[config.mk]
export PLATFORM = sky130hd
export DESIGN_NAME = hfb_ctrl
export DESIGN_NICKNAME = d
export VERILOG_FILES = /design/src/rtl/hfb_pkg.sv /design/src/rtl/hfb_ctrl.sv
export SDC_FILE = /design/constraint.sdc
export NUM_CORES = 1
export LEC_CHECK = 0
export ABC_AREA = 1
export BUFFER_PORTS_ARGS = -buffer_cell sky130_fd_sc_hd__clkbuf_2
export CORE_AREA = 2 2 39 41
export CTS_CLUSTER_DIAMETER = 40
export DETAILED_ROUTE_END_ITERATION = 8
export DIE_AREA = 0 0 41 43
export GPL_ROUTABILITY_DRIVEN = 0
export SLEW_MARGIN = 0
export SYNTH_ARGS = -nofsm -noshare
export SYNTH_HDL_FRONTEND = slang
export SYNTH_SLANG_ARGS = --single-unit
[constraint.sdc]
create_clock -name i_clk -period 2 [get_ports i_clk]
set_input_delay 0 -clock i_clk [delete_from_list [all_inputs] [get_ports i_clk]]
set_output_delay 0 -clock i_clk [all_outputs]
set_load 0.01 [all_outputs]
[src/rtl/hfb_pkg.sv]
// Package: shared types, codes and a helper function for the hierarchical free bitmap.
`default_nettype none
package hfb_pkg;

    localparam int WORD_BITS    = 32;
    localparam int INDEX_LEVELS = 2;
    localparam int LEAF_WORDS   = 1 << (5 * INDEX_LEVELS);
    localparam logic [15:0] CAPACITY = 16'd32768;

    localparam logic [1:0] FN_MARK_USED = 2'd0;
    localparam logic [1:0] FN_MARK_FREE = 2'd1;
    localparam logic [1:0] FN_TEST      = 2'd2;
    localparam logic [1:0] FN_FIND      = 2'd3;

    typedef struct packed {
        logic [1:0]  func;
        logic [14:0] entry_index;
        logic [14:0] start_index;
    } t_req;

    typedef struct packed {
        logic        is_used;
        logic [14:0] found_index;
        logic        found_valid;
        logic        index_error;
    } t_res;

    typedef enum logic [2:0] {
        S_CLEAR, S_IDLE, S_LOOK, S_EVAL, S_ROOT, S_NEXT, S_LAST
    } t_state;

    typedef enum logic [2:0] {
        FIN_NONE, FIN_BAD, FIN_TEST, FIN_PLAIN, FIN_LEAF, FIN_LAST
    } t_fin;

    typedef struct packed {
        logic capture;
        logic clr;
        logic leaf_rd;
        logic rd_next;
        logic leaf_wr;
        logic l1_upd;
        logic root_upd;
        logic eval_load;
        t_fin fin;
    } t_cmd;

    typedef struct packed {
        logic clr_last;
        logic bad;
        logic is_find;
        logic is_test;
        logic leaf_hit;
        logic any_next;
    } t_stat;

    // index of the lowest set bit; 0 when none
    function automatic logic [4:0] lowest(input logic [31:0] w);
        logic [4:0] r;
        r = '0;
        for (int i = 31; i >= 0; i--) begin
            if (w[i]) begin
                r = 5'(i);
            end
        end
        return r;
    endfunction

endpackage
`default_nettype wire

[src/rtl/hfb_ctrl.sv]
// Controller: sequences clearing, marking, testing and the find descent.
`default_nettype none
module hfb_ctrl (
    input  wire logic          i_clk,
    input  wire logic          i_rst_n,
    input  wire logic          i_start,
    input  wire hfb_pkg::t_stat i_st,
    output hfb_pkg::t_cmd      o_cmd,
    output logic               o_busy
);
    import hfb_pkg::*;

    t_state r_state, n_state;

    always_ff @(posedge i_clk) begin
        if (!i_rst_n) begin
            r_state <= S_CLEAR;
        end else begin
            r_state <= n_state;
        end
    end

    always_comb begin
        n_state = r_state;
        case (r_state)
            S_CLEAR: if (i_st.clr_last) n_state = S_IDLE;
            S_IDLE:  if (i_start) n_state = S_LOOK;
            S_LOOK:  n_state = i_st.bad ? S_IDLE : S_EVAL;
            S_EVAL: begin
                if (i_st.is_find) begin
                    n_state = i_st.leaf_hit ? S_IDLE : S_NEXT;
                end else begin
                    n_state = i_st.is_test ? S_IDLE : S_ROOT;
                end
            end
            S_ROOT:  n_state = S_IDLE;
            S_NEXT:  n_state = i_st.any_next ? S_LAST : S_IDLE;
            S_LAST:  n_state = S_IDLE;
            default: n_state = S_IDLE;
        endcase
    end

    always_comb begin
        o_cmd  = '0;
        o_cmd.fin = FIN_NONE;
        o_busy = (r_state != S_IDLE);
        case (r_state)
            S_CLEAR: o_cmd.clr = 1'b1;
            S_IDLE:  o_cmd.capture = i_start;
            S_LOOK: begin
                if (i_st.bad) begin
                    o_cmd.fin = FIN_BAD;
                end else begin
                    o_cmd.leaf_rd = 1'b1;
                end
            end
            S_EVAL: begin
                if (i_st.is_find) begin
                    if (i_st.leaf_hit) begin
                        o_cmd.fin = FIN_LEAF;
                    end else begin
                        o_cmd.eval_load = 1'b1;
                    end
                end else if (i_st.is_test) begin
                    o_cmd.fin = FIN_TEST;
                end else begin
                    o_cmd.leaf_wr = 1'b1;
                    o_cmd.l1_upd  = 1'b1;
                end
            end
            S_ROOT: begin
                o_cmd.root_upd = 1'b1;
                o_cmd.fin      = FIN_PLAIN;
            end
            S_NEXT: begin
                if (i_st.any_next) begin
                    o_cmd.leaf_rd = 1'b1;
                    o_cmd.rd_next = 1'b1;
                end else begin
                    o_cmd.fin = FIN_PLAIN;
                end
            end
            S_LAST:  o_cmd.fin = FIN_LAST;
            default: o_cmd.fin = FIN_NONE;
        endcase
    end

endmodule
`default_nettype wire

After elaboration in Yosys (flattened, before gate mapping)
Cells that the tools add are included.

word-level totals
  flip-flop bits (word level) = 3
  latch bits = 0
  bits in writable memories = 0
  bits in read-only memories = 0
  bits of input ports = 9
  word-level logic and storage cells = 39
  memories = 0

operators by class
  add/sub/neg operators = 0
  $mul = 0
  div/mod/pow operators = 0
  magnitude comparators = 0
  equal/unequal tests = 9
  shift operators = 0
  multiplexer cells = 27
  bitwise logic cells = 0
  reductions and logical operators = 2

operators with widths
  cell                number
  $pmux 3 s5          2
  $mux 3              8
  $mux 2              7
  $eq 3x3->1 const B  3
  $mux 1              9
  $eq 3x2->1 const B  2
  $ne 2x2->1 const B  2
  $eq 3x1->1 const B  1
  $logic_not 3->1     1
  $ne 3x1->1 const B  1
  $pmux 1 s2          1
  $reduce_and 2->1    1

Logic depth before layout (Yosys ltp)
  word-level depth = 3
  mapped depth = 7
  mapped depth without buffers = 7

Worst setup path before layout
Ideal clock, no wire load.

  path type = register to output
  from = reg r_state[2]
  to = out o_cmd[6] (netlist name)
  arrival time = 1061 ps
  required time = 2000 ps
  slack = 939 ps
  stages on the path, launching flop included = 6
  path buffers = 2
  path through = dfxtp_1 -> clkbuf_2 -> nor2_1 -> inv_1 -> nor2_1 -> buf_4

RTL lines
  item                    line            source
  from (decl)             hfb_ctrl.sv:13  t_state r_state, n_state;
  from (signal assigned)  hfb_ctrl.sv:19  r_state <= n_state;
  to (decl)               hfb_ctrl.sv:8   output hfb_pkg::t_cmd o_cmd,

==> impl_metrics.yaml <==
run_status:
  outcome: "finished clean"
setup_path:
  r2r-start: "r_state[0]"
  required_ns: 2.00
  setup.worst_path.start: "r_state[1]"
  crit_type: "flip-flop to output pin"
  arrival_ns: 1.31
  critPathMaxFanout: 5
  critPathLaunchType: "flip-flop"
  crit_path_end_kind: "output pin"
placed_design:
  dp_hpwl_um: 659
  placed_area_um2: 405
  dp_slack_ns: 0.932
  port_buffers: 20
power:
  power.leakage_uw: 0.000270
  p_per_area_nw_per_um2: 550
  ir_drop_uv: 207
logic_synthesis:
  synth_edf_count: 0
  synth_top_area_cell: "dfxtp_1"
  yosysUniqueCellTypes: 13
  synth_common_cells: "inv_1, nand2_1, nor2_1"
  yosys.area.top_type_share_pct: 20.2
  synth.net_count: 65
  seq_area_frac_synth_pct: 20.2
  yosysMostFrequentCell: "inv_1"
  syn_area_per_cell_um2: 5.32
  synth_cells: 56
  yosysWarnings: 0
  ys_ff_latch: 3
  async_flop_share_pct: 0
  synth_ff_type: "dfxtp_1"
  syn-cell-area_um2: 298
  synth.area.top_cells: "dfxtp_1, inv_1, nand2_1, nor2_1, nand3_1"
finish:
  biggestRegsByFlops: "r_state (3)"
  area_growth_pct: 48.3
  final_nets: 89
  largest_register_ffs: 3
  drive_gt1_share_pct: 31.6
  antenna_cells: 0
  largest_register: "r_state"
  stdcell_area_um2: 442
sta:
  tightest_slew_ns: 0.254
  layout_setup_ws_ns: 0.691
  fin_crit_ns: 1.31
  fin_crit_sh_pct: 65.5
  finalMaxSlewViolations: 0
  final_hold_viol_count: 0
  fin_skew_ns: 0.00624
  setup_violations: 0
  fmax_ghz: 0.764
  setup_tns_ns: 0
  grt_setup_unrepaired: "no"
  relSlewSlack_pct: 83.1
die:
  ios: 21
  die_area_um2: 1760
  start_util_pct: 21.5
  die_w_um: 41
  coreArea_um2: 1380
  die_h_um: 43
  rows: 14
clock_tree:
  ctsHoldBuffers: 1
  clock-sinks: 3
  clk_latency_ns: 0.23
  cts-root-buf: "clkbuf_4"
  cts_max_path_buffers: 2
  postCtsSetupBuffers: 0
  path_clk_slew_ns: 0.04
  cts_made_buffers: 3
  cts_tree: "yes"
  cts_resized: 0
  cts-htree-levels: 1
min_path:
  hold_path_class: "primary input to flip-flop"
  hold_start: "i_st[0]"
grt:
  first_global_vias: 300
  grt_overflow: 0
  antenna_found_initial: 0
  grt_use_total_pct: 10.5
  grt_pass1_wl_mm: 1.18
  grt_max_degree: 9
route:
  vias_per_cell: 4.18
  firstDrtPassIters: 4
  antenna_left: 0
  dr.first_iter.drc_count: 8
  finalWirelength_um: 750
  route.detailed.drc: 0
  wire_per_inst_um: 7.89
  vias: 397
run:
  maxCapViolations: 0
[per-layer routing]
metal	global-route usage, %	up-vias	part of all wire, %
met5	0	-	0
met4	4.00	0	0
met3	7.85	0	4.3
met2	15.0	5	53
met1	11.5	175	42
li1	-	217	-
[path summary, 6_finish.rpt]
check / to / slack [ns] / depth (start not counted)
min reg2reg: r_state[2] / 0.62 / 2
min: r_state[2] / 0.08 / 3
max: o_cmd[2] / 0.69 / 5
max reg2reg: r_state[1] / 0.94 / 6
[cell usage in the layout, fill, tap and decap left out]
| master | instances |
|---|---|
| clkbuf_4 | 3 |
| inv_1 | 13 |
| nor3_1 | 1 |
| clkbuf_1 | 1 |
| dfxtp_1 | 3 |
| nand3_1 | 6 |
| dlygate4sd3_1 | 1 |
| a21oi_1 | 2 |
| clkbuf_2 | 20 |
| nor2_1 | 11 |
| o21ai_0 | 2 |
| nand3b_1 | 3 |
| nand2_1 | 11 |
| nand3_2 | 1 |
| nor2_2 | 1 |
[area by class of cell]
class	count	area, µm²
clock buffer	4	26.3
fill	158	942
inverter	13	48.8
multi-input combinational	38	176
sequential	3	60.1
tap	16	20.0
timing repair buffer	21	110
[through the flow]
stage	instances	utilization (%)	hold WS [ns]	total power, µW
final	95	31.9	0.0771	243
after global placement	90	29.3	0.244	137
after CTS	95	31.9	0.0651	251
after floorplan	56	-	0.0544	111
after global routing	95	31.9	0.0735	270
after detailed placement	90	29.3	0.234	137
[report_power, final]
group	switching, µW	internal (µW)
Clock	30.8	74.7
Sequential	5.02	64.4
Combinational	39.9	28.1
Total	75.7	167
[cells by family after synthesis]
| logic type | synth area share [%] |
|---|---|
| DFF | 20.2 |
| AOI/OAI and AO/OA | 6.72 |
| buffers and inverters | 20.6 |
| and+or+nand+nor | 52.5 |
[critical path, cell delays in order, from the launching register on]
cell and delay, ns:
dfxtp_1 0.41, nand2_1 0.07, nor2_1 0.20, inv_1 0.10
o21ai_0 0.16, clkbuf_2 0.15
(Power assumes the default switching activity.)
